--- src/rtl/pll_relock_sequencer_unit_assert.svh ---
// ----------------------------------------------------------------------------
// pll relock sequencer assertion macros
// concurrent checks on clk, held off while arst_n is low
// ----------------------------------------------------------------------------
`ifndef PLL_RELOCK_SEQUENCER_UNIT_ASSERT_SVH
`define PLL_RELOCK_SEQUENCER_UNIT_ASSERT_SVH
`ifndef ASSERT_OFF
`define PRS_ASSERT(lbl, prop, msg) \
	lbl: assert property (@(posedge clk) disable iff (!arst_n) (prop)) else $error(msg);
`define PRS_ASSERT_IMP(lbl, ante, cons, msg) \
	lbl: assert property (@(posedge clk) disable iff (!arst_n) (ante) |-> (cons)) \
		else $error(msg);
`else
`define PRS_ASSERT(lbl, prop, msg)
`define PRS_ASSERT_IMP(lbl, ante, cons, msg)
`endif
`endif

--- src/rtl/prs_pkg.sv ---
`timescale 1ns / 1ps
// ----------------------------------------------------------------------------
// prs_pkg
// types and constants of the pll relock sequencer
// ----------------------------------------------------------------------------
package prs_pkg;

	typedef enum logic [2:0] {
		PH_IDLE,
		PH_BYPASS,
		PH_POWER,
		PH_LOCK,
		PH_SETTLE_A,
		PH_SETTLE_B
	} phase_t;

	typedef logic [2:0] target_t;

	// write targets
	localparam target_t TGT_CTL0     = 3'd0;
	localparam target_t TGT_CTL1     = 3'd1;
	localparam target_t TGT_CTL2     = 3'd2;
	localparam target_t TGT_CTL3     = 3'd3;
	localparam target_t TGT_CTL5     = 3'd4;
	localparam target_t TGT_PD_EN    = 3'd5;
	localparam target_t TGT_CNT_EN   = 3'd6;
	localparam target_t TGT_REF_PER  = 3'd7;

	// configuration register indexes
	localparam logic [2:0] CFG_PLL_INDEX  = 3'd0;
	localparam logic [2:0] CFG_REF_DIV    = 3'd1;
	localparam logic [2:0] CFG_FB_DIV     = 3'd2;
	localparam logic [2:0] CFG_CTL2       = 3'd3;
	localparam logic [2:0] CFG_CTL3       = 3'd4;
	localparam logic [2:0] CFG_POSTDIV    = 3'd5;
	localparam logic [2:0] CFG_PD_MASK    = 3'd6;
	localparam logic [2:0] CFG_POLL_LIMIT = 3'd7;

	localparam logic [15:0] BYPASS_SETTLE_US  = 16'd3;
	localparam logic [15:0] POWER_UP_DELAY_US = 16'd5;
	localparam logic [15:0] SETTLE_US         = 16'd300;

	localparam logic [4:0]  BYPASS_BIT         = 5'h10;
	localparam logic [4:0]  POWER_BIT          = 5'h02;
	localparam logic [31:0] REFCLK_PERIOD      = 32'd1000;
	localparam logic [31:0] COUNTER_ENABLE_ALL = 32'h0000_00ff;

	// reset values of the configuration registers
	localparam logic [2:0]  RST_PLL_INDEX  = 3'd0;
	localparam logic [7:0]  RST_REF_DIV    = 8'd2;
	localparam logic [15:0] RST_FB_DIV     = 16'd128;
	localparam logic [31:0] RST_CTL2       = 32'h0000_0018;
	localparam logic [31:0] RST_CTL3       = 32'd1;
	localparam logic [31:0] RST_POSTDIV    = 32'd3;
	localparam logic [7:0]  RST_PD_MASK    = 8'd15;
	localparam logic [15:0] RST_POLL_LIMIT = 16'd400;

endpackage

--- src/rtl/prs_in_if.sv ---
`timescale 1ns / 1ps
// ----------------------------------------------------------------------------
// prs_in_if
// input channel: start request, microsecond tick, lock status
// ----------------------------------------------------------------------------
interface prs_in_if;
	logic       valid;
	logic       ready;
	logic       start_req;
	logic       tick_us;
	logic [4:0] lock_bits;

	modport source (output valid, start_req, tick_us, lock_bits, input ready);
	modport sink (input valid, start_req, tick_us, lock_bits, output ready);
endinterface

--- src/rtl/prs_out_if.sv ---
`timescale 1ns / 1ps
// ----------------------------------------------------------------------------
// prs_out_if
// result channel: one register write or status word per transfer
// ----------------------------------------------------------------------------
interface prs_out_if;
	logic        valid;
	logic        ready;
	logic        write_valid;
	logic [2:0]  write_target;
	logic [31:0] write_data;
	logic        busy_res;
	logic        done_res;
	logic        lock_timed_out;
	logic        last;

	modport source (output valid, write_valid, write_target, write_data, busy_res,
		done_res, lock_timed_out, last, input ready);
	modport sink (input valid, write_valid, write_target, write_data, busy_res,
		done_res, lock_timed_out, last, output ready);
endinterface

--- src/rtl/prs_cfg_if.sv ---
`timescale 1ns / 1ps
// ----------------------------------------------------------------------------
// prs_cfg_if
// configuration write channel: register index and write data
// ----------------------------------------------------------------------------
interface prs_cfg_if;
	logic        valid;
	logic        ready;
	logic [2:0]  index;
	logic [31:0] data;

	modport source (output valid, index, data, input ready);
	modport sink (input valid, index, data, output ready);
endinterface

--- src/rtl/pll_relock_sequencer_unit.sv ---
`timescale 1ns / 1ps
// ----------------------------------------------------------------------------
// pll_relock_sequencer_unit
// sequences the reprogramming of one pll as register writes
// ----------------------------------------------------------------------------
//  channel     dir  handshake     payload
//  item_in     in   valid/ready   start_req, tick_us, lock_bits
//  result_out  out  valid/ready   write_valid .. last
//  cfg         in   valid/ready   index, data (always ready)
//
// an item is registered, evaluated against the sequencer state in one pass and
// its one to four result words are held in a pack register that drains one word
// per cycle, while the output is ready, through the output register; the first
// word passes the input, pack and output registers on its way to the port
// an item with n result words holds the output port for n transfers, so items
// that cause a single word flow one per cycle while the output is ready
// arst_n clears the state and valid flags and resets the configuration registers
// a stalled output holds its word while the next item is still taken in
// ----------------------------------------------------------------------------
`include "pll_relock_sequencer_unit_assert.svh"

module pll_relock_sequencer_unit (
	input  logic     clk,
	input  logic     arst_n,
	prs_in_if.sink   item_in,
	prs_out_if.source result_out,
	prs_cfg_if.sink  cfg
);

	// configuration registers
	logic [2:0]  pll_index_q;
	logic [7:0]  ref_divider_q;
	logic [15:0] feedback_divider_q;
	logic [31:0] control_two_word_q;
	logic [31:0] control_three_word_q;
	logic [31:0] postdiv_word_q;
	logic [7:0]  postdiv_enable_mask_q;
	logic [15:0] lock_poll_limit_q;

	// sequencer state
	prs_pkg::phase_t phase_q, phase_d;
	logic [15:0]     wait_q, wait_d;
	logic [4:0]      shadow_q, shadow_d;
	logic            tmo_q, tmo_d;

	// input stage
	logic       vld_s1;
	logic       start_s1;
	logic       tick_s1;
	logic [4:0] lock_s1;

	// result pack
	logic                 vld_s2;
	logic [1:0]           cnt_s2;
	logic [1:0]           idx_s2;
	logic                 wv_s2;
	prs_pkg::target_t     tgt_s2 [4];
	logic [31:0]          data_s2 [4];
	logic                 busy_s2;
	logic                 done_s2;
	logic                 tmo_s2;

	// output register
	logic        vld_s3;
	logic        wv_s3;
	logic [2:0]  tgt_s3;
	logic [31:0] data_s3;
	logic        busy_s3;
	logic        done_s3;
	logic        tmo_s3;
	logic        last_s3;

	// pass results
	logic             res_wv;
	logic [1:0]       res_cnt;
	prs_pkg::target_t res_tgt [4];
	logic [31:0]      res_data [4];
	logic             res_done;

	logic        in_acc;
	logic        s1_fire;
	logic        pk_last;
	logic        out_load;
	logic        pk_free;
	logic [15:0] wc1;
	logic [15:0] tick_len;
	logic        tick_done;
	logic [7:0]  lock_wide;
	logic        lock_hit;
	logic        start_go;

	// ---------------- handshakes ----------------
	assign pk_last   = (idx_s2 == cnt_s2);
	assign out_load  = vld_s2 && (!vld_s3 || result_out.ready);
	assign pk_free   = !vld_s2 || (out_load && pk_last);
	assign s1_fire   = vld_s1 && pk_free;
	assign item_in.ready = !vld_s1 || pk_free;
	assign in_acc    = item_in.valid && item_in.ready;
	assign cfg.ready = 1'b1;

	// ---------------- configuration ----------------
	always_ff @(posedge clk or negedge arst_n) begin
		if (!arst_n) begin
			pll_index_q           <= prs_pkg::RST_PLL_INDEX;
			ref_divider_q         <= prs_pkg::RST_REF_DIV;
			feedback_divider_q    <= prs_pkg::RST_FB_DIV;
			control_two_word_q    <= prs_pkg::RST_CTL2;
			control_three_word_q  <= prs_pkg::RST_CTL3;
			postdiv_word_q        <= prs_pkg::RST_POSTDIV;
			postdiv_enable_mask_q <= prs_pkg::RST_PD_MASK;
			lock_poll_limit_q     <= prs_pkg::RST_POLL_LIMIT;
		end else if (cfg.valid) begin
			case (cfg.index)
				prs_pkg::CFG_PLL_INDEX:  pll_index_q           <= cfg.data[2:0];
				prs_pkg::CFG_REF_DIV:    ref_divider_q         <= cfg.data[7:0];
				prs_pkg::CFG_FB_DIV:     feedback_divider_q    <= cfg.data[15:0];
				prs_pkg::CFG_CTL2:       control_two_word_q    <= cfg.data;
				prs_pkg::CFG_CTL3:       control_three_word_q  <= cfg.data;
				prs_pkg::CFG_POSTDIV:    postdiv_word_q        <= cfg.data;
				prs_pkg::CFG_PD_MASK:    postdiv_enable_mask_q <= cfg.data[7:0];
				prs_pkg::CFG_POLL_LIMIT: lock_poll_limit_q     <= cfg.data[15:0];
				default: begin
				end
			endcase
		end
	end

	// ---------------- input stage ----------------
	always_ff @(posedge clk or negedge arst_n) begin
		if (!arst_n) begin
			vld_s1 <= 1'b0;
		end else if (in_acc) begin
			vld_s1 <= 1'b1;
		end else if (s1_fire) begin
			vld_s1 <= 1'b0;
		end
	end

	always_ff @(posedge clk) begin
		if (in_acc) begin
			start_s1 <= item_in.start_req;
			tick_s1  <= item_in.tick_us;
			lock_s1  <= item_in.lock_bits;
		end
	end

	// ---------------- shared wait counter ----------------
	assign wc1 = wait_q + 16'd1;

	always_comb begin
		case (phase_q)
			prs_pkg::PH_BYPASS:   tick_len = prs_pkg::BYPASS_SETTLE_US;
			prs_pkg::PH_POWER:    tick_len = prs_pkg::POWER_UP_DELAY_US;
			prs_pkg::PH_LOCK:     tick_len = lock_poll_limit_q;
			default:              tick_len = prs_pkg::SETTLE_US;
		endcase
	end

	assign tick_done = tick_s1 && (wc1 >= tick_len);

	// pll indexes above four select no lock bit
	assign lock_wide = {3'b000, lock_s1};
	assign lock_hit  = lock_wide[pll_index_q];

	// ---------------- next state ----------------
	always_comb begin
		phase_d  = phase_q;
		wait_d   = wait_q;
		shadow_d = shadow_q;
		tmo_d    = tmo_q;
		case (phase_q)
			prs_pkg::PH_IDLE: begin
				if (start_s1) begin
					tmo_d    = 1'b0;
					wait_d   = '0;
					shadow_d = shadow_q & ~prs_pkg::BYPASS_BIT;
					phase_d  = prs_pkg::PH_BYPASS;
				end
			end
			prs_pkg::PH_BYPASS, prs_pkg::PH_POWER, prs_pkg::PH_SETTLE_A,
			prs_pkg::PH_SETTLE_B: begin
				if (tick_done) begin
					wait_d = '0;
					case (phase_q)
						prs_pkg::PH_BYPASS: begin
							shadow_d = '0;
							phase_d  = prs_pkg::PH_POWER;
						end
						prs_pkg::PH_POWER: begin
							shadow_d = shadow_q | prs_pkg::POWER_BIT;
							phase_d  = prs_pkg::PH_LOCK;
						end
						prs_pkg::PH_SETTLE_A: begin
							shadow_d = shadow_q | prs_pkg::BYPASS_BIT;
							phase_d  = prs_pkg::PH_SETTLE_B;
						end
						default: phase_d = prs_pkg::PH_IDLE;
					endcase
				end else if (tick_s1) begin
					wait_d = wc1;
				end
			end
			prs_pkg::PH_LOCK: begin
				if (lock_hit) begin
					wait_d  = '0;
					phase_d = prs_pkg::PH_SETTLE_A;
				end else if (tick_done) begin
					tmo_d   = 1'b1;
					wait_d  = '0;
					phase_d = prs_pkg::PH_SETTLE_A;
				end else if (tick_s1) begin
					wait_d = wc1;
				end
			end
			default: begin
				phase_d = prs_pkg::PH_IDLE;
				wait_d  = '0;
			end
		endcase
	end

	// ---------------- result words ----------------
	always_comb begin
		res_wv   = 1'b0;
		res_cnt  = 2'd0;
		res_done = 1'b0;
		for (int k = 0; k < 4; k++) begin
			res_tgt[k]  = prs_pkg::TGT_CTL0;
			res_data[k] = '0;
		end
		case (phase_q)
			prs_pkg::PH_IDLE: begin
				if (start_s1) begin
					res_wv      = 1'b1;
					res_data[0] = {27'd0, shadow_q & ~prs_pkg::BYPASS_BIT};
				end
			end
			prs_pkg::PH_BYPASS: begin
				if (tick_done) begin
					res_wv      = 1'b1;
					res_cnt     = 2'd3;
					res_tgt[1]  = prs_pkg::TGT_CTL1;
					res_data[1] = {feedback_divider_q, 8'd0, ref_divider_q};
					res_tgt[2]  = prs_pkg::TGT_CTL2;
					res_data[2] = control_two_word_q;
					res_tgt[3]  = prs_pkg::TGT_CTL3;
					res_data[3] = control_three_word_q;
				end
			end
			prs_pkg::PH_POWER: begin
				if (tick_done) begin
					res_wv      = 1'b1;
					res_data[0] = {27'd0, shadow_q | prs_pkg::POWER_BIT};
				end
			end
			prs_pkg::PH_LOCK: begin
				if (lock_hit || tick_done) begin
					res_wv      = 1'b1;
					res_cnt     = 2'd2;
					res_tgt[0]  = prs_pkg::TGT_PD_EN;
					res_tgt[1]  = prs_pkg::TGT_CTL5;
					res_data[1] = postdiv_word_q;
					res_tgt[2]  = prs_pkg::TGT_PD_EN;
					res_data[2] = {24'd0, postdiv_enable_mask_q};
				end
			end
			prs_pkg::PH_SETTLE_A: begin
				if (tick_done) begin
					res_wv      = 1'b1;
					res_data[0] = {27'd0, shadow_q | prs_pkg::BYPASS_BIT};
				end
			end
			prs_pkg::PH_SETTLE_B: begin
				if (tick_done) begin
					res_wv      = 1'b1;
					res_cnt     = 2'd1;
					res_done    = 1'b1;
					res_tgt[0]  = prs_pkg::TGT_REF_PER;
					res_data[0] = prs_pkg::REFCLK_PERIOD;
					res_tgt[1]  = prs_pkg::TGT_CNT_EN;
					res_data[1] = prs_pkg::COUNTER_ENABLE_ALL;
				end
			end
			default: begin
			end
		endcase
	end

	// ---------------- state registers ----------------
	always_ff @(posedge clk or negedge arst_n) begin
		if (!arst_n) begin
			phase_q  <= prs_pkg::PH_IDLE;
			wait_q   <= '0;
			shadow_q <= '0;
			tmo_q    <= 1'b0;
		end else if (s1_fire) begin
			phase_q  <= phase_d;
			wait_q   <= wait_d;
			shadow_q <= shadow_d;
			tmo_q    <= tmo_d;
		end
	end

	// ---------------- result pack ----------------
	always_ff @(posedge clk or negedge arst_n) begin
		if (!arst_n) begin
			vld_s2 <= 1'b0;
			idx_s2 <= '0;
		end else if (s1_fire) begin
			vld_s2 <= 1'b1;
			idx_s2 <= '0;
		end else if (out_load) begin
			if (pk_last) begin
				vld_s2 <= 1'b0;
			end else begin
				idx_s2 <= idx_s2 + 2'd1;
			end
		end
	end

	always_ff @(posedge clk) begin
		if (s1_fire) begin
			cnt_s2  <= res_cnt;
			wv_s2   <= res_wv;
			tgt_s2  <= res_tgt;
			data_s2 <= res_data;
			busy_s2 <= (phase_d != prs_pkg::PH_IDLE);
			done_s2 <= res_done;
			tmo_s2  <= tmo_d;
		end
	end

	// ---------------- output register ----------------
	always_ff @(posedge clk or negedge arst_n) begin
		if (!arst_n) begin
			vld_s3 <= 1'b0;
		end else if (out_load) begin
			vld_s3 <= 1'b1;
		end else if (result_out.ready) begin
			vld_s3 <= 1'b0;
		end
	end

	always_ff @(posedge clk) begin
		if (out_load) begin
			wv_s3   <= wv_s2;
			tgt_s3  <= tgt_s2[idx_s2];
			data_s3 <= data_s2[idx_s2];
			busy_s3 <= busy_s2;
			done_s3 <= done_s2;
			tmo_s3  <= tmo_s2;
			last_s3 <= pk_last;
		end
	end

	assign result_out.valid          = vld_s3;
	assign result_out.write_valid    = wv_s3;
	assign result_out.write_target   = tgt_s3;
	assign result_out.write_data     = data_s3;
	assign result_out.busy_res       = busy_s3;
	assign result_out.done_res       = done_s3;
	assign result_out.lock_timed_out = tmo_s3;
	assign result_out.last           = last_s3;

	// ---------------- checks ----------------
	assign start_go = s1_fire && (phase_q == prs_pkg::PH_IDLE) && start_s1;

	`PRS_ASSERT_IMP(a_idx_in_pack, vld_s2, idx_s2 <= cnt_s2, "pack index past word count")
	`PRS_ASSERT_IMP(a_done_not_busy, vld_s3 && done_s3, !busy_s3, "done word still busy")
	`PRS_ASSERT(a_start_bypass, start_go |=> phase_q == prs_pkg::PH_BYPASS, "no bypass after start")
	`PRS_ASSERT_IMP(a_bypass_wait, phase_q == prs_pkg::PH_BYPASS, wait_q < prs_pkg::BYPASS_SETTLE_US, "bypass wait overran")
	`PRS_ASSERT_IMP(a_no_overwrite, vld_s1 && !s1_fire, !item_in.ready, "input stage overwritten")

endmodule

--- src/flat_wrapper.sv ---
// flat-port wrapper written by rule: the top's interface ports become plain ports
module pll_relock_sequencer_unit_flat 
  (clk, arst_n, item_in_valid, item_in_start_req, item_in_tick_us, item_in_lock_bits, item_in_ready, result_out_valid, result_out_write_valid, result_out_write_target, result_out_write_data, result_out_busy_res, result_out_done_res, result_out_lock_timed_out, result_out_last, result_out_ready, cfg_valid, cfg_index, cfg_data, cfg_ready);
  prs_in_if item_in_i ();
  prs_out_if result_out_i ();
  prs_cfg_if cfg_i ();
  input  logic clk;
  input  logic arst_n;
  input wire logic [$bits(item_in_i.valid)-1:0] item_in_valid;
  input wire logic [$bits(item_in_i.start_req)-1:0] item_in_start_req;
  input wire logic [$bits(item_in_i.tick_us)-1:0] item_in_tick_us;
  input wire logic [$bits(item_in_i.lock_bits)-1:0] item_in_lock_bits;
  output wire logic [$bits(item_in_i.ready)-1:0] item_in_ready;
  output wire logic [$bits(result_out_i.valid)-1:0] result_out_valid;
  output wire logic [$bits(result_out_i.write_valid)-1:0] result_out_write_valid;
  output wire logic [$bits(result_out_i.write_target)-1:0] result_out_write_target;
  output wire logic [$bits(result_out_i.write_data)-1:0] result_out_write_data;
  output wire logic [$bits(result_out_i.busy_res)-1:0] result_out_busy_res;
  output wire logic [$bits(result_out_i.done_res)-1:0] result_out_done_res;
  output wire logic [$bits(result_out_i.lock_timed_out)-1:0] result_out_lock_timed_out;
  output wire logic [$bits(result_out_i.last)-1:0] result_out_last;
  input wire logic [$bits(result_out_i.ready)-1:0] result_out_ready;
  input wire logic [$bits(cfg_i.valid)-1:0] cfg_valid;
  input wire logic [$bits(cfg_i.index)-1:0] cfg_index;
  input wire logic [$bits(cfg_i.data)-1:0] cfg_data;
  output wire logic [$bits(cfg_i.ready)-1:0] cfg_ready;
  assign item_in_i.valid = item_in_valid;
  assign item_in_i.start_req = item_in_start_req;
  assign item_in_i.tick_us = item_in_tick_us;
  assign item_in_i.lock_bits = item_in_lock_bits;
  assign item_in_ready = item_in_i.ready;
  assign result_out_valid = result_out_i.valid;
  assign result_out_write_valid = result_out_i.write_valid;
  assign result_out_write_target = result_out_i.write_target;
  assign result_out_write_data = result_out_i.write_data;
  assign result_out_busy_res = result_out_i.busy_res;
  assign result_out_done_res = result_out_i.done_res;
  assign result_out_lock_timed_out = result_out_i.lock_timed_out;
  assign result_out_last = result_out_i.last;
  assign result_out_i.ready = result_out_ready;
  assign cfg_i.valid = cfg_valid;
  assign cfg_i.index = cfg_index;
  assign cfg_i.data = cfg_data;
  assign cfg_ready = cfg_i.ready;
  pll_relock_sequencer_unit u_core (.clk(clk), .arst_n(arst_n), .item_in(item_in_i), .result_out(result_out_i), .cfg(cfg_i));
endmodule
--- config.mk ---
export PLATFORM = sky130hd
export DESIGN_NAME = pll_relock_sequencer_unit_flat
export DESIGN_NICKNAME = d
export VERILOG_FILES = /design/src/rtl/prs_pkg.sv /design/src/rtl/prs_in_if.sv /design/src/rtl/prs_out_if.sv /design/src/rtl/prs_cfg_if.sv /design/src/rtl/pll_relock_sequencer_unit.sv /design/src/flat_wrapper.sv
export VERILOG_INCLUDE_DIRS = /design/src /design/src/rtl
export SDC_FILE = /design/constraint.sdc
export NUM_CORES = 1
export LEC_CHECK = 0
export ABC_AREA = 1
export BUFFER_PORTS_ARGS = -buffer_cell sky130_fd_sc_hd__buf_4
export CAP_MARGIN = 20
export CELL_PAD_IN_SITES_DETAIL_PLACEMENT = 1
export CELL_PAD_IN_SITES_GLOBAL_PLACEMENT = 1
export CORE_MARGIN = 4
export CORE_UTILIZATION = 40
export CTS_CLUSTER_SIZE = 12
export DETAILED_ROUTE_END_ITERATION = 8
export PLACE_DENSITY = 0.73
export SKIP_LAST_GASP = 1
export SLEW_MARGIN = 20
export SYNTH_ARGS = -nofsm -noshare
export SYNTH_HDL_FRONTEND = slang
export SYNTH_SLANG_ARGS = --single-unit
--- constraint.sdc ---
create_clock -name clk -period 3.63 [get_ports clk]
set_input_delay 0.1815 -clock clk [delete_from_list [all_inputs] [get_ports clk]]
set_output_delay 0.1815 -clock clk [all_outputs]
set_load 0.1 [all_outputs]
==> Flow_metrics.wiki <==
{| class="wikitable"
! Metric !! Value
|-
| Final weighted congestion in routability-driven placement || 0.792
|-
| Drt via density || 5.05
|-
| Share of post-route cells with drive strength above 1 || 0.134
|-
| Clk sink count || 336
|-
| Post-detail-place hpwl || 24.6 mm
|-
| Final worst slack || about 270 ps
|-
| Clk root buf || sky130_fd_sc_hd__clkbuf_16
|-
| Delay of the slowest cell on the worst path || 440 ps
|-
| Final-report setup violation count || 0
|-
| TNS Setup || 0 ps
|-
| Shortest period the worst path allows || 3360 ps
|-
| Maximum number of pins on one net before global-route repair || about 120
|-
| Final ANT Viol Nets || 0
|-
| Floorplan Core Area || 35500 um2
|-
| Slowest stage cell, crit path || sky130_fd_sc_hd__dfrtp_1
|-
| Switching power total || 5.97 mW
|-
| Number of distinct standard cells referenced by the synthesized netlist || 45
|-
| Power Internal || approximately 8.5 mW
|-
| Count of non-filler cells in the finished layout || 2069
|-
| Data required time at the worst endpoint || 3910 ps
|-
| Grt total ovfl || 0
|-
| Max-Cap Viols || 0
|-
| First-pass DRT Iterations || 5
|-
| Sequential fraction of the synthesis area || 0.645
|-
| Count of standard-cell rows || 69
|-
| Minimum setup slack among reg-to-reg paths || 270 ps
|-
| Number of pins with negative max-slew slack in the final report || 0
|-
| Top delay family on crit path || simple AND/OR/NAND/NOR gates
|-
| Clock power frac || 0.244
|-
| Final count of hold timing violations || 0
|-
| Average instance area after synthesis || approximately 9.8 um2
|-
| Global-route wire length before repair || 61.4 mm
|-
| Die area || 38900 um2
|-
| Placed insts || about 2000
|-
| Number of nets produced by synthesis || 1525
|-
| Vias in the first global route || 11100
|-
| All-layer global routing usage || 0.199
|-
| Clock latency at the later pin of the worst-skew pair || 530 ps
|-
| Worst setup slack after placement || 15.3 ps
|-
| DRC viols || 0
|-
| CTS HTree Levels || 2
|-
| Sequential group share of total power || 0.401
|-
| Post-synth EDFFs || 162
|-
| Layout Cell Area excl Fill || 16900 um2
|-
| Violation count after the first detailed-routing iteration || 593
|-
| Startpoint type of the worst setup path || register
|-
| Initial core utilization || 0.404
|-
| Number of setup buffers added after CTS || 0
|-
| Final clock period utilization by the worst path || 0.925
|-
| Logic gate share of total power || 0.355
|-
| Total via count after detailed routing || 10400
|-
| Maximum fanout along the worst path || 13
|-
| Setup repair after global routing missed its margin || no
|-
| CTS max path bufs || 3
|-
| Syn Inst Count || 1461
|-
| Clk slew on worst S/H paths || 60 ps
|-
| Maximum clock rate || about 300 MHz
|-
| Slew at the pin with the worst max-slew slack || 927 ps
|-
| Sequence of cells on the critical path || nor2_1 -> inv_1 -> nor2_1 -> inv_1 -> nand2_1 -> inv_1 -> o21ai_0 -> ha_1 -> nand4_1 -> nor2_1 -> nor2_1 -> nand2_1 -> nand2_1 -> nand2_1 -> nand2_2 -> nand2_1 -> nand2_1 -> buf_4 -> nand2_1 -> nor2_1 -> nand2_1
|-
| Wirelength per Cell || approximately 19 um
|-
| Leading register cell type out of synthesis || sky130_fd_sc_hd__edfxtp_1
|-
| Asr flop ratio synth || 0.518
|-
| Final-stage net count || between 1500 and 2000
|-
| Clock tree from TritonCTS || done
|-
| Worst Path Class, Setup || register to register
|-
| Setup clock skew after layout || 16.3 ps
|-
| Max-slew headroom at the worst pin || 0.380
|-
| Count of yosys warnings during synthesis || 0
|-
| Number of top-level pins || 90
|-
| Status || finished, final reports clean
|-
| Leak || about 7.7 nW
|-
| Most used cell along the critical path || sky130_fd_sc_hd__nand2_1
|-
| Fraction of power spent switching nets || 0.411
|-
| VDD IR-drop max || 621 uV
|-
| Die Width || just under 200 um
|-
| Post-synthesis instance area || about 14000 um2
|-
| Element type at the critical path end || register
|-
| Worst path buffer plus inverter count || 4
|-
| Vertical extent of the die || 197 um
|-
| TritonCTS Buffers || 37
|-
| Power per cell area || around 860 nW/um2
|-
| Signal arrival time at the worst endpoint || 3630 ps
|-
| Cell area reported after detailed placement || ~16000 um2
|-
| Detailed-route wire length || roughly 38 mm
|-
| Buffers on Ports || 88
|-
| Initial antenna violation count || 0
|-
| Worst hold-check path type || input pin to register
|-
| ANT cells || 0
|-
| Signed area change from the synthesized netlist to the final layout || 18.3%
|-
| Flip-flop and latch count after synthesis || 336
|}
[metrics by stage]
stage	power (mW)	hold WS, ps	util
floorplan	9.48	-114	-
global placement	10.9	264	0.437
detailed placement	11.0	264	0.437
CTS	14.6	33.8	0.476
global route	15.3	57.3	0.478
finish	14.5	48.5	0.478
[flip-flops by register name, indices dropped and copies added, names as in the netlist, 16 cells and up]
signal,count
u_core.data_s2,101
u_core.control_three_word_q,32
u_core.control_two_word_q,32
u_core.postdiv_word_q,32
u_core.result_out.write_data,32
u_core.feedback_divider_q,16
u_core.lock_poll_limit_q,16
u_core.wait_q,16
[power by group through the flow]
stage | Combinational [mW] | Clock, mW | Sequential (mW)
floorplan | 2.16 | 0 | 7.32
global placement | 5.02 | 0 | 5.84
detailed placement | 5.16 | 0 | 5.88
CTS | 5.20 | 3.62 | 5.82
global route | 5.62 | 3.78 | 5.93
finish | 5.16 | 3.54 | 5.82
[layout by cell type (no fill, tap or decap), drive strengths merged]
| cell | Yosys | final |
|---|---|---|
| nor3 | 10 | 10 |
| a21o | 1 | 1 |
| a22o | 1 | 1 |
| conb | 2 | 2 |
| xor2 | 7 | 7 |
| ha | 17 | 17 |
| a21boi | 1 | 1 |
| nor2 | 125 | 125 |
| dfstp | 14 | 14 |
| or2 | 2 | 2 |
| nand2 | 403 | 403 |
| o21bai | 1 | 1 |
| nand3 | 65 | 65 |
| a31o | 1 | 1 |
| clkbuf | 44 | 62 |
| o22ai | 2 | 2 |
| xnor2 | 3 | 3 |
| a21oi | 36 | 36 |
| o211ai | 3 | 3 |
| o21ai | 193 | 193 |
| mux2i | 3 | 3 |
| inv | 168 | 171 |
| dfrtp | 160 | 160 |
| buf | 16 | 112 |
| edfxtp | 162 | 162 |
| dlygate4sd3 | 0 | 27 |
| nor4 | 1 | 1 |
| a22oi | 3 | 3 |
| a31oi | 1 | 1 |
| clkinv | 2 | 5 |
| a211oi | 1 | 1 |
| nand4 | 13 | 13 |
[path summary, 6_finish.rpt]
kind                              startpoint                               to  depth (start not counted)
setup / recovery           u_core.phase_q[1]                   u_core.busy_s2                         21
hold / removal                  cfg_data[12]     u_core.lock_poll_limit_q[12]                          3
setup reg to reg           u_core.phase_q[1]                   u_core.busy_s2                         21
hold reg to reg               u_core.done_s2       u_core.result_out.done_res                          0
max in group asynchronous             arst_n  u_core.control_three_word_q[16]                          3
min in group asynchronous             arst_n                 u_core.wait_q[9]                          2
[synthesized netlist by cell type, types with 4 or more instances]
cell type	count	area share
sky130_fd_sc_hd__nand4_1	13	0.0057
sky130_fd_sc_hd__edfxtp_1	162	0.34
sky130_fd_sc_hd__buf_2	8	0.0028
sky130_fd_sc_hd__clkbuf_1	44	0.012
sky130_fd_sc_hd__nand2_1	398	0.10
sky130_fd_sc_hd__nor2_1	123	0.032
sky130_fd_sc_hd__dfstp_2	14	0.026
sky130_fd_sc_hd__xor2_1	7	0.0043
sky130_fd_sc_hd__dfrtp_1	160	0.28
sky130_fd_sc_hd__a21oi_1	35	0.012
sky130_fd_sc_hd__ha_1	17	0.015
sky130_fd_sc_hd__o21ai_0	181	0.063
sky130_fd_sc_hd__nor3_1	9	0.0031
sky130_fd_sc_hd__inv_1	164	0.043
sky130_fd_sc_hd__nand3_1	65	0.023
sky130_fd_sc_hd__buf_4	4	0.0021
sky130_fd_sc_hd__inv_2	4	0.0010
sky130_fd_sc_hd__o21ai_2	10	0.0061
[worst register-to-register path: cells and delay by family (launching register included)]
family,cells,cell delay (ps)
fa+ha+maj,1,280
simple gates,15,1780
flops,1,440
compound gates,1,110
buf+inv,4,510
[what timing repair did]
action,in CTS,in global routing
resized for setup,0,9
hold buffers,27,0
setup endpoints to repair,0,60
endpoints found under the hold margin,114,0
[layer usage]
layer	GRT usage	routed length (um)	vias up	share of wire
li1	-	-	4987	-
met1	0.271	17000	5209	0.44
met2	0.340	19000	206	0.50
met3	0.0280	1610	46	0.042
met4	0.0457	677	0	0.018
met5	0	0	-	0
[cell type report]
| class | instances | area, um2 |
|---|---|---|
| clock buffer | 62 | 1070 |
| fill | 3986 | 18500 |
| timing repair buffer | 139 | 1130 |
| multi-input combinational | 895 | 4240 |
| inverter | 170 | 641 |
| tap | 461 | 577 |
| sequential | 336 | 9240 |
| clock inverter | 6 | 52.6 |
[cells by family (layout without fill, tap and decap cells)]
family / after synthesis / count (layout) / share of synthesized area
AND/OR/NAND/NOR: 619 / 619 / 0.175
flip-flops: 336 / 336 / 0.645
AO/OA/AOI/OAI: 244 / 244 / 0.0920
buffers and inverters: 230 / 377 / 0.0636
adder cells (fa/ha/maj): 17 / 17 / 0.0149
XOR/XNOR: 10 / 10 / 0.00716
multiplexers: 3 / 3 / 0.00210
other: 2 / 2 / 0.000524
Note: power is estimated with default switching activity, not from simulation.
